$ cat src/rtl/bounded_integer_set_table_macros.svh
// Assertion macros for the bounded integer set table.
// Taken in by the files that check their own logic; no other dependencies.
`ifndef BOUNDED_INTEGER_SET_TABLE_MACROS_SVH
`define BOUNDED_INTEGER_SET_TABLE_MACROS_SVH
`ifndef SYNTH
// Expression must hold at every clock edge out of reset.
`define BIST_ASSERT(lbl, clk, rst_n, expr) \
  lbl: assert property (@(posedge clk) disable iff (!rst_n) (expr)) \
    else $error("bist: assertion failed");
// When the antecedent holds, the consequent must hold in the next cycle.
`define BIST_ASSERT_NEXT(lbl, clk, rst_n, ante, cons) \
  lbl: assert property (@(posedge clk) disable iff (!rst_n) (ante) |=> (cons)) \
    else $error("bist: assertion failed");
`else
`define BIST_ASSERT(lbl, clk, rst_n, expr)
`define BIST_ASSERT_NEXT(lbl, clk, rst_n, ante, cons)
`endif
`endif

$ cat src/rtl/bist_pkg.sv
// Shared types and constants of the bounded integer set table.
// No dependencies; used by the interfaces, the cell and the top level.
`default_nettype none
package bist_pkg;

  localparam int DEPTH_DEF = 64;
  localparam int OP_W      = 2;
  localparam int VALUE_W   = 32;
  localparam int STATUS_W  = 2;
  localparam int POS_W     = 6;
  localparam int COUNT_W   = 7;
  localparam int CAP_W     = 7;
  localparam logic [CAP_W-1:0] CAP_RESET = 7'd64;

  localparam logic [OP_W-1:0] OP_ADD    = 2'd0;
  localparam logic [OP_W-1:0] OP_REMOVE = 2'd1;
  localparam logic [OP_W-1:0] OP_LOOKUP = 2'd2;

  localparam logic [STATUS_W-1:0] ST_DONE      = 2'd0;
  localparam logic [STATUS_W-1:0] ST_PRESENT   = 2'd1;
  localparam logic [STATUS_W-1:0] ST_FULL      = 2'd2;
  localparam logic [STATUS_W-1:0] ST_NOT_FOUND = 2'd3;

  typedef enum logic {
    S_IDLE,
    S_WORK
  } state_t;

  // Broadcast from the controller to every cell.
  typedef struct packed {
    logic               add;
    logic               rem;
    logic [VALUE_W-1:0] key;
    logic [VALUE_W-1:0] last_word;
  } cell_cmd_t;

  // Passed from each cell to its lower neighbor.
  typedef struct packed {
    logic               hit;
    logic [POS_W-1:0]   pos;
    logic [VALUE_W-1:0] last_word;
  } cell_link_t;

endpackage
`default_nettype wire

$ cat src/rtl/bist_req_if.sv
// Request channel of the bounded integer set table: valid, ready, op, value.
// Depends on bist_pkg.
`default_nettype none
interface bist_req_if import bist_pkg::*; ();
  logic                      valid;
  logic                      ready;
  logic [OP_W-1:0]           op;
  logic signed [VALUE_W-1:0] value;

  modport source (output valid, op, value, input ready);
  modport sink   (input valid, op, value, output ready);
endinterface
`default_nettype wire

$ cat src/rtl/bist_rsp_if.sv
// Result channel of the bounded integer set table: valid, ready and result fields.
// Depends on bist_pkg.
`default_nettype none
interface bist_rsp_if import bist_pkg::*; ();
  logic                valid;
  logic                ready;
  logic [STATUS_W-1:0] status;
  logic                found;
  logic [POS_W-1:0]    position;
  logic [COUNT_W-1:0]  count;
  logic                is_empty;
  logic                is_full;

  modport source (output valid, status, found, position, count, is_empty, is_full,
                  input ready);
  modport sink   (input valid, status, found, position, count, is_empty, is_full,
                  output ready);
endinterface
`default_nettype wire

$ cat src/rtl/bist_cell.sv
// One slot of the set table: holds an entry, compares it with the key and
// merges its match and last-entry word into the link from its upper neighbor.
// Depends on bist_pkg.
`default_nettype none
module bist_cell import bist_pkg::*; #(
  parameter int INDEX = 0,
  parameter int CNT_W = 7
) (
  input  wire logic             clk,
  input  wire logic [CNT_W-1:0] cnt,
  input  wire cell_cmd_t        cmd,
  input  wire cell_link_t       link_in,
  output      cell_link_t       link_out
);

  localparam logic [CNT_W-1:0] MY_IDX  = CNT_W'(INDEX);
  localparam logic [CNT_W-1:0] MY_NEXT = CNT_W'(INDEX + 1);
  localparam logic [POS_W-1:0] MY_POS  = POS_W'(INDEX);

  logic [VALUE_W-1:0] entry_r;
  logic               occupied;
  logic               hit;
  logic               is_last;

  assign occupied = MY_IDX < cnt;
  assign hit      = occupied && (entry_r == cmd.key);
  assign is_last  = MY_NEXT == cnt;

  // The set never holds duplicates, so at most one cell contributes a position.
  always_comb begin
    link_out.hit       = link_in.hit | hit;
    link_out.pos       = link_in.pos | (hit ? MY_POS : '0);
    link_out.last_word = link_in.last_word | (is_last ? entry_r : '0);
  end

  always_ff @(posedge clk) begin
    if (cmd.add && (MY_IDX == cnt)) begin
      entry_r <= cmd.key;
    end else if (cmd.rem && hit) begin
      entry_r <= cmd.last_word;
    end
  end

endmodule
`default_nettype wire

$ cat src/rtl/bounded_integer_set_table.sv
// Top level of the bounded integer set table: controller, row of cells, result register.
// Depends on bist_pkg, bist_req_if, bist_rsp_if, bist_cell and the assertion macros.
`default_nettype none
`include "bounded_integer_set_table_macros.svh"

// The block keeps a set of distinct signed 32-bit values in a row of DEPTH cells,
// slots 0 up to the count minus one. Each request item adds, removes or looks up
// one value and yields exactly one result item with status, presence, slot, the
// new count and the empty and full flags. An add appends at the slot named by the
// count unless the value is already present or the count has reached the smaller
// of capacity_limit and DEPTH; a remove copies the last entry into the freed slot.
// An item is accepted into the request register while idle; in the work state
// every cell compares its entry with the value, the match, its slot and the last
// entry ripple down the row, and the cells, the count and the result register are
// updated together. The next item is taken in the cycle after that, so no new item
// is taken before the last is through; the row's search and update pass sets the
// pace. The work state waits only while the result register holds an untaken item.
// capacity_limit is written through cfg_we and cfg_wdata; the user must do so only
// while the block is idle, which the block does not enforce. It resets to 64. Entries
// have no reset; the count resets to zero, so no slot is read before it is written.
module bounded_integer_set_table import bist_pkg::*; #(
  parameter int DEPTH = DEPTH_DEF
) (
  input  wire logic             clk,
  input  wire logic             rst_n,
  bist_req_if.sink              in_ch,
  bist_rsp_if.source            out_ch,
  input  wire logic             cfg_we,
  input  wire logic [CAP_W-1:0] cfg_wdata
);

  localparam int CNT_W = $clog2(DEPTH + 1);
  localparam int LIM_W = (CNT_W > CAP_W) ? CNT_W : CAP_W;

  state_t             state_r, state_nxt;
  logic [OP_W-1:0]    req_op_r;
  logic [VALUE_W-1:0] req_value_r;
  logic [CNT_W-1:0]   count_r, count_nxt;
  logic [CAP_W-1:0]   cap_r;

  logic                out_valid_r;
  logic [STATUS_W-1:0] out_status_r;
  logic                out_found_r;
  logic [POS_W-1:0]    out_position_r;
  logic [COUNT_W-1:0]  out_count_r;
  logic                out_is_empty_r;
  logic                out_is_full_r;

  cell_cmd_t  cmd;
  cell_link_t link [0:DEPTH];

  logic             in_fire;
  logic             out_free;
  logic             commit;
  logic             is_add;
  logic             is_rem;
  logic             hit;
  logic             full_now;
  logic             add_ok;
  logic             rem_ok;
  logic [LIM_W-1:0] cap_ext;
  logic [LIM_W-1:0] eff_limit;

  logic [STATUS_W-1:0] status_c;
  logic [POS_W-1:0]    position_c;

  // Configuration register.
  always_ff @(posedge clk) begin
    if (!rst_n) begin
      cap_r <= CAP_RESET;
    end else if (cfg_we) begin
      cap_r <= cfg_wdata;
    end
  end

  // The effective limit is the smaller of capacity_limit and the row length.
  always_comb begin
    cap_ext   = LIM_W'(cap_r);
    eff_limit = (cap_ext < LIM_W'(DEPTH)) ? cap_ext : LIM_W'(DEPTH);
    full_now  = LIM_W'(count_r) >= eff_limit;
  end

  // Request register and sequencer.
  assign in_ch.ready = (state_r == S_IDLE);
  assign in_fire     = in_ch.valid && in_ch.ready;
  assign out_free    = !out_valid_r || out_ch.ready;
  assign commit      = (state_r == S_WORK) && out_free;

  always_ff @(posedge clk) begin
    if (in_fire) begin
      req_op_r    <= in_ch.op;
      req_value_r <= in_ch.value;
    end
  end

  always_ff @(posedge clk) begin
    if (!rst_n) begin
      state_r <= S_IDLE;
      count_r <= '0;
    end else begin
      state_r <= state_nxt;
      count_r <= count_nxt;
    end
  end

  // Decode the held request against the row's answer. Op code 3 acts as a lookup.
  always_comb begin
    is_add = (req_op_r == OP_ADD);
    is_rem = (req_op_r == OP_REMOVE);
    hit    = link[0].hit;
    add_ok = is_add && !hit && !full_now;
    rem_ok = is_rem && hit;

    cmd.add       = commit && add_ok;
    cmd.rem       = commit && rem_ok;
    cmd.key       = req_value_r;
    cmd.last_word = link[0].last_word;

    if (is_add) begin
      if (hit) begin
        status_c = ST_PRESENT;
      end else if (full_now) begin
        status_c = ST_FULL;
      end else begin
        status_c = ST_DONE;
      end
    end else begin
      status_c = hit ? ST_DONE : ST_NOT_FOUND;
    end

    if (hit) begin
      position_c = link[0].pos;
    end else if (add_ok) begin
      position_c = POS_W'(count_r);
    end else begin
      position_c = '0;
    end
  end

  always_comb begin
    state_nxt = state_r;
    count_nxt = count_r;
    case (state_r)
      S_IDLE: begin
        if (in_fire) begin
          state_nxt = S_WORK;
        end
      end
      S_WORK: begin
        if (commit) begin
          state_nxt = S_IDLE;
          if (add_ok) begin
            count_nxt = count_r + CNT_W'(1);
          end else if (rem_ok) begin
            count_nxt = count_r - CNT_W'(1);
          end
        end
      end
      default: begin
        state_nxt = S_IDLE;
      end
    endcase
  end

  // Row of cells. The top end of the link chain starts empty; slot 0's link
  // carries the merged answer of the whole row.
  assign link[DEPTH] = '0;

  for (genvar i = 0; i < DEPTH; i++) begin : g_cell
    bist_cell #(
      .INDEX (i),
      .CNT_W (CNT_W)
    ) u_cell (
      .clk      (clk),
      .cnt      (count_r),
      .cmd      (cmd),
      .link_in  (link[i+1]),
      .link_out (link[i])
    );
  end

  // Result register: it holds a finished item until the sink takes it.
  always_ff @(posedge clk) begin
    if (!rst_n) begin
      out_valid_r <= 1'b0;
    end else if (commit) begin
      out_valid_r <= 1'b1;
    end else if (out_ch.ready) begin
      out_valid_r <= 1'b0;
    end
  end

  always_ff @(posedge clk) begin
    if (commit) begin
      out_status_r   <= status_c;
      out_found_r    <= hit;
      out_position_r <= position_c;
      out_count_r    <= COUNT_W'(count_nxt);
      out_is_empty_r <= (count_nxt == '0);
      out_is_full_r  <= LIM_W'(count_nxt) >= eff_limit;
    end
  end

  assign out_ch.valid    = out_valid_r;
  assign out_ch.status   = out_status_r;
  assign out_ch.found    = out_found_r;
  assign out_ch.position = out_position_r;
  assign out_ch.count    = out_count_r;
  assign out_ch.is_empty = out_is_empty_r;
  assign out_ch.is_full  = out_is_full_r;

  // The count never runs past the row.
  `BIST_ASSERT(a_count_bound, clk, rst_n, count_r <= CNT_W'(DEPTH))
  // The count moves only when an item is finished.
  `BIST_ASSERT_NEXT(a_count_idle, clk, rst_n, state_r == S_IDLE, count_r == $past(count_r))
  // A finished item is always presented on the result channel.
  `BIST_ASSERT_NEXT(a_commit_out, clk, rst_n, commit, out_valid_r)
  // A successful remove shrinks the set by exactly one entry.
  `BIST_ASSERT_NEXT(a_remove_dec, clk, rst_n, cmd.rem, count_r == $past(count_r) - CNT_W'(1))

endmodule
`default_nettype wire
$ cat src/flat_wrapper.sv
// flat-port wrapper written by rule: the top's interface ports become plain ports
module bounded_integer_set_table_flat import bist_pkg::*;
#(
  parameter int DEPTH = DEPTH_DEF
)
  (clk, rst_n, cfg_we, cfg_wdata, in_ch_valid, in_ch_op, in_ch_value, in_ch_ready, out_ch_valid, out_ch_status, out_ch_found, out_ch_position, out_ch_count, out_ch_is_empty, out_ch_is_full, out_ch_ready);
  bist_req_if in_ch_i ();
  bist_rsp_if out_ch_i ();
  input  wire logic clk;
  input  wire logic rst_n;
  input  wire logic cfg_we;
  input  wire logic [CAP_W-1:0] cfg_wdata;
  input wire logic [$bits(in_ch_i.valid)-1:0] in_ch_valid;
  input wire logic [$bits(in_ch_i.op)-1:0] in_ch_op;
  input wire logic [$bits(in_ch_i.value)-1:0] in_ch_value;
  output wire logic [$bits(in_ch_i.ready)-1:0] in_ch_ready;
  output wire logic [$bits(out_ch_i.valid)-1:0] out_ch_valid;
  output wire logic [$bits(out_ch_i.status)-1:0] out_ch_status;
  output wire logic [$bits(out_ch_i.found)-1:0] out_ch_found;
  output wire logic [$bits(out_ch_i.position)-1:0] out_ch_position;
  output wire logic [$bits(out_ch_i.count)-1:0] out_ch_count;
  output wire logic [$bits(out_ch_i.is_empty)-1:0] out_ch_is_empty;
  output wire logic [$bits(out_ch_i.is_full)-1:0] out_ch_is_full;
  input wire logic [$bits(out_ch_i.ready)-1:0] out_ch_ready;
  assign in_ch_i.valid = in_ch_valid;
  assign in_ch_i.op = in_ch_op;
  assign in_ch_i.value = in_ch_value;
  assign in_ch_ready = in_ch_i.ready;
  assign out_ch_valid = out_ch_i.valid;
  assign out_ch_status = out_ch_i.status;
  assign out_ch_found = out_ch_i.found;
  assign out_ch_position = out_ch_i.position;
  assign out_ch_count = out_ch_i.count;
  assign out_ch_is_empty = out_ch_i.is_empty;
  assign out_ch_is_full = out_ch_i.is_full;
  assign out_ch_i.ready = out_ch_ready;
  bounded_integer_set_table #(.DEPTH(DEPTH)) u_core (.clk(clk), .rst_n(rst_n), .in_ch(in_ch_i), .out_ch(out_ch_i), .cfg_we(cfg_we), .cfg_wdata(cfg_wdata));
endmodule
$ cat config.mk
export PLATFORM = sky130hd
export DESIGN_NAME = bounded_integer_set_table_flat
export DESIGN_NICKNAME = d
export VERILOG_FILES = /design/src/rtl/bist_pkg.sv /design/src/rtl/bist_req_if.sv /design/src/rtl/bist_rsp_if.sv /design/src/rtl/bist_cell.sv /design/src/rtl/bounded_integer_set_table.sv /design/src/flat_wrapper.sv
export VERILOG_INCLUDE_DIRS = /design/src /design/src/rtl
export SDC_FILE = /design/constraint.sdc
export NUM_CORES = 2
export LEC_CHECK = 0
export BUFFER_PORTS_ARGS = -buffer_cell sky130_fd_sc_hd__buf_2
export CORE_MARGIN = 5
export CORE_UTILIZATION = 35
export DETAILED_ROUTE_END_ITERATION = 10
export SYNTH_ARGS = -nofsm -noshare
export SYNTH_HDL_FRONTEND = slang
export SYNTH_HIERARCHICAL = 1
export SYNTH_SLANG_ARGS = --single-unit
export TNS_END_PERCENT = 5
$ cat constraint.sdc
create_clock -name clk -period 21.1 [get_ports clk]
set_clock_uncertainty 0.1 [all_clocks]
set_input_delay 3.165 -clock clk [delete_from_list [all_inputs] [get_ports clk]]
set_output_delay 3.165 -clock clk [all_outputs]
set_load 0.01 [all_outputs]
After elaboration in Yosys (flattened, before gate mapping)
Index checks and enable logic that the tools add are counted.
Word-level totals
  flip-flop bits (word level): 2116
  latch bits: 0
  RAM bits: 0
  ROM bits: 0
  input port bits: 46
  output and inout bits: 20
  logic and storage cells: 1005
  memories kept: 0
Cells by class
  $add $sub $neg: 2
  $mul: 0
  divide/modulo/power cells: 0
  magnitude comparators: 67
  equal/unequal tests: 129
  shift-type cells: 0
  mux-type cells: 271
  bitwise logic cells: 189
  reduce and logical (&&, ||, !) cells: 271
Operators by type and width (number)
  $mux W32: 192
  $eq A32 B32 Y1: 64
  $or A32 B32 Y32: 63
  $eq A6 B7 Y1 const A: 32
  $lt A6 B7 Y1 const A: 32
  $mux W6: 34
  $logic_and A1 B1 Y1: 199
  $or A6 B6 Y6: 31
  $reduce_bool A2 Y1: 65
  $eq A5 B7 Y1 const A: 16
  $lt A5 B7 Y1 const A: 16
  $or A6 B5 Y6: 16
  $mux W5: 16
  $or A1 B1 Y1: 63
  $eq A4 B7 Y1 const A: 8
  $lt A4 B7 Y1 const A: 8
  $or A6 B4 Y6: 8
  $mux W7: 5
  $mux W4: 8
  $eq A3 B7 Y1 const A: 4
  $lt A3 B7 Y1 const A: 4
  $or A6 B3 Y6: 4
  $eq A2 B7 Y1 const A: 2
  $ge A7 B7 Y1: 2
  other kinds (19): 37

Depth between registers and ports, before layout
  word-level depth: 72
  mapped depth: 92
  mapped depth without buffers: 90

Worst setup path before layout
No wires, ideal clock.
  path type: register to register
  start: register u_core.req_value_r[23]
  end: register u_core.g_cell[11].u_cell.entry_r[0], enable pin
  setup time: 433 ps
  arrival: 20958 ps
  required time: 20567 ps
  path slack: -391 ps
  stages on the path, launching flop included: 86
  path buffers: 2
  clock period less this slack: 21491 ps
  path through: edfxtp_1 xnor2_1 nand4_1 nor3_1 nand3_1 nand2b_1 or2_2 nand2b_1 nand2b_1 or2b_1 nand2b_1 or2_2 nand2b_1 inv_1 o31ai_1 or2_2 or2_2 or2_2 (+50 left out) or2_2 inv_1 o31ai_1 or2_2 inv_1 o31ai_1 or2_2 or2_1 nand2b_1 clkbuf_1 inv_1 ha_1 inv_1 a211oi_4 buf_2 and2_1 nand4b_1 o22ai_1
RTL lines
  start: declaration: line bounded_integer_set_table.sv:37  | logic [VALUE_W-1:0] req_value_r;
  start signal: assignment: line bounded_integer_set_table.sv:92  | req_value_r <= in_ch.value;
  end signal: assignment: line bist_cell.sv:38  | entry_r <= cmd.key;
  end signal: assignment: line bist_cell.sv:40  | entry_r <= cmd.last_word;
  end: declaration: line bist_cell.sv:20  | logic [VALUE_W-1:0] entry_r;

==> out/metrics.csv <==
metric,value,unit
finalHoldViolations,0,
die_height,642,µm
crit_family,simple AND/OR/NAND/NOR gates,
dpl_worst_slack,2.02,ns
p_switching,0.00280,W
root_buffer,clkbuf_16,
track_usage,0.244,
status,finished clean,
clock-sinks,2116,
yosysSeqAreaShare,0.453,
layout_common_cells,"2,100 x edfxtp_1, 2,031 x a21o_1, 1,285 x xor2_1",
dieArea,412000,µm²
grt_overflow_total,0,
finalNonFillerCells,16200,
start_util,0.351,
drtPass1Iterations,5,
synth_area,140000,µm²
p_per_area,67.8,nW/µm²
leakage,62.3,nW
postCtsSetupBuffers,0,
grt_pass1_vias,93600,
hold_class,flop to flop,
setup_violations,0,
row_count,232,
antenna_left,0,
place_inst,15800,
async_flop_share,0,
ys_types,115,
finish.utilization,0.384,
tightest_slew,1.29,ns
p_sw_frac,0.270,
clkPwrFrac,0.387,
core-area,399000,µm²
synth-edff-count,2100,
worstPathRequired,21.53,ns
vdd_drop_max,69.7,µV
clock_latency,0.94,ns
remaining_drc_errors,0,
antenna_found_initial,38,
die_w,642,µm
p_int,0.00758,W
drv_slew,0,
worstSetupPathType,flop to flop,
layout_min_cycle_time,19.34,ns
crit_path_start_kind,flop,
synth.avg_cell_area,13.1,µm²
drive_gt1_frac,0.286,
tns,0,ns
htreeDepth,4,
ys_ff_latch,2116,
fin_ws,1.76,ns
crit_path_max_fanout,33,
slew_headroom,0.142,
cts_resized,0,
place.port_buffers,65,
vias_per_cell,5.91,
num_io_pins,66,
period_share,0.917,
min_path_cells,2,
layout.nets,10800,
fmax,0.0517,GHz
critPathMaxStageDelay,0.72,ns
drt-wirelength-per-cell,32.6,µm
gp_congestion,0.901,
ctsLongestPathBuffers,4,
grt_pass1_wl,734000,µm
holdBufCountCts,0,
crit_buf_inv,14,
path_clk_slew,0.06,ns
cp_slowest_cell,and2_4,
netlist_instances,10600,
path_common_cell,or2_2,
numCtsBuffers,235,
grt_start_max_net_pins,74,
hpwl,350000,µm
seqPwrFrac,0.452,
synth_flop_cell,edfxtp_1,
worst-path-stages,88,
ys_warn_count,6,
critical_path.endpoint_type,flop,
syn2layout_area_growth,9.53,%
r2r_cells,88,
cts_tree,yes,
drt_iter0_drc,11900,
rsz0062_at_grt,no,
combinationalPowerShare,0.161,
cap_violations,0,
worstPathArrival,19.77,ns
wirelength,529000,µm
layout_commonest_cell,edfxtp_1,
vias,95900,
-- through the flow --
step / cell area (µm²) / total power, W / hold slack, ns
final: 153000 / 0.0104 / 0.420
after global routing: 153000 / 0.0106 / 0.460
after CTS: 153000 / 0.0104 / 0.432
after detailed placement: 146000 / 0.00640 / 0.411
after global placement: 146000 / 0.00638 / 0.403
after floorplan: 140000 / 0.00581 / 0.374
-- routing by layer --
layer,vias up,track usage,routed length (µm),share of wire
li1,40300,-,-,-
met1,49700,0.334,220000,0.42
met2,4871,0.387,240000,0.45
met3,1028,0.0385,45500,0.086
met4,12,0.0961,23700,0.045
met5,-,0,78,0.00015
-- worst min-delay path: stages (launching register included) --
cell     delay [ns]
dfxtp_1        0.33
mux2i_1        0.07
nor2b_1        0.09
-- cells by family (layout without fill, tap and decap cells) --
family                   count (synthesis)  in the layout  share of synthesized area
AND/OR/NAND/NOR                       1431           1431                     0.0723
adder cells (fa/ha/maj)                 17             17                    0.00152
buffers and inverters                  735           1010                     0.0382
multiplexers                          2054           2054                      0.186
flip-flops                            2116           2116                      0.453
AO/OA/AOI/OAI                         2289           2289                      0.124
other                                    1             48                  0.0000268
XOR/XNOR                              1996           1996                      0.125
-- power groups by stage --
stage | Combinational, W | Sequential (W) | Clock [W]
final | 0.00167 | 0.00469 | 0.00402
after floorplan | 0.000902 | 0.00490 | 0
after global routing | 0.00170 | 0.00469 | 0.00423
after detailed placement | 0.00162 | 0.00478 | 0
after global placement | 0.00160 | 0.00478 | 0
after CTS | 0.00163 | 0.00469 | 0.00407
-- area by class of cell --
| cell class | instances | area (µm²) |
|---|---|---|
| inverters | 123 | 464 |
| clock inverters | 107 | 868 |
| well taps | 5265 | 6590 |
| repair buffers | 472 | 3680 |
| multi-input cells | 7826 | 71800 |
| flip-flops and latches | 2116 | 63400 |
| fillers | 38000 | 245000 |
| diodes | 9 | 22.5 |
| clock buffers | 308 | 6250 |
-- sequential cells by signal, summed over array words and instances (netlist names) --
signal,cells
u_core/out_ch.is_empty,1
u_core/out_ch.count,7
u_core/req_op_r,2
u_core/out_ch.valid,1
u_core/out_ch.found,1
u_core/cap_ext,7
u_core/count_r,7
u_core/out_ch.status,2
u_core/state_r,1
u_core/g_cell.u_cell/entry_r,2048
u_core/out_ch.position,6
u_core/req_value_r,32
u_core/out_ch.is_full,1
-- synthesized netlist by cell type, drive strengths merged (36+ instances only) --
cell type	n	share of area
xor2	1285	0.081
nand2	120	0.0033
mux2	2045	0.19
a21o	2065	0.11
xnor2	711	0.045
nand4	242	0.011
nor4	384	0.021
nor3	69	0.0037
inv	123	0.0033
nand3	88	0.0040
nor2	85	0.0028
edfxtp	2100	0.45
clkbuf	38	0.0011
nand2b	104	0.0048
buf	574	0.034
o21ai	36	0.0014
or2	136	0.0061
-- worst paths after layout --
| check | slack [ns] | endpoint | start |
|---|---|---|---|
| setup / recovery | 1.76 | u_core/g_cell[59].u_cell/entry_r[4] | u_core/req_value_r[24] |
| hold reg to reg | 0.42 | u_core/cap_ext[1] | u_core/cap_ext[1] |
| hold / removal | 0.42 | u_core/cap_ext[1] | u_core/cap_ext[1] |
| setup reg to reg | 1.76 | u_core/g_cell[59].u_cell/entry_r[4] | u_core/req_value_r[24] |
Power figures use the tool's default switching activity.
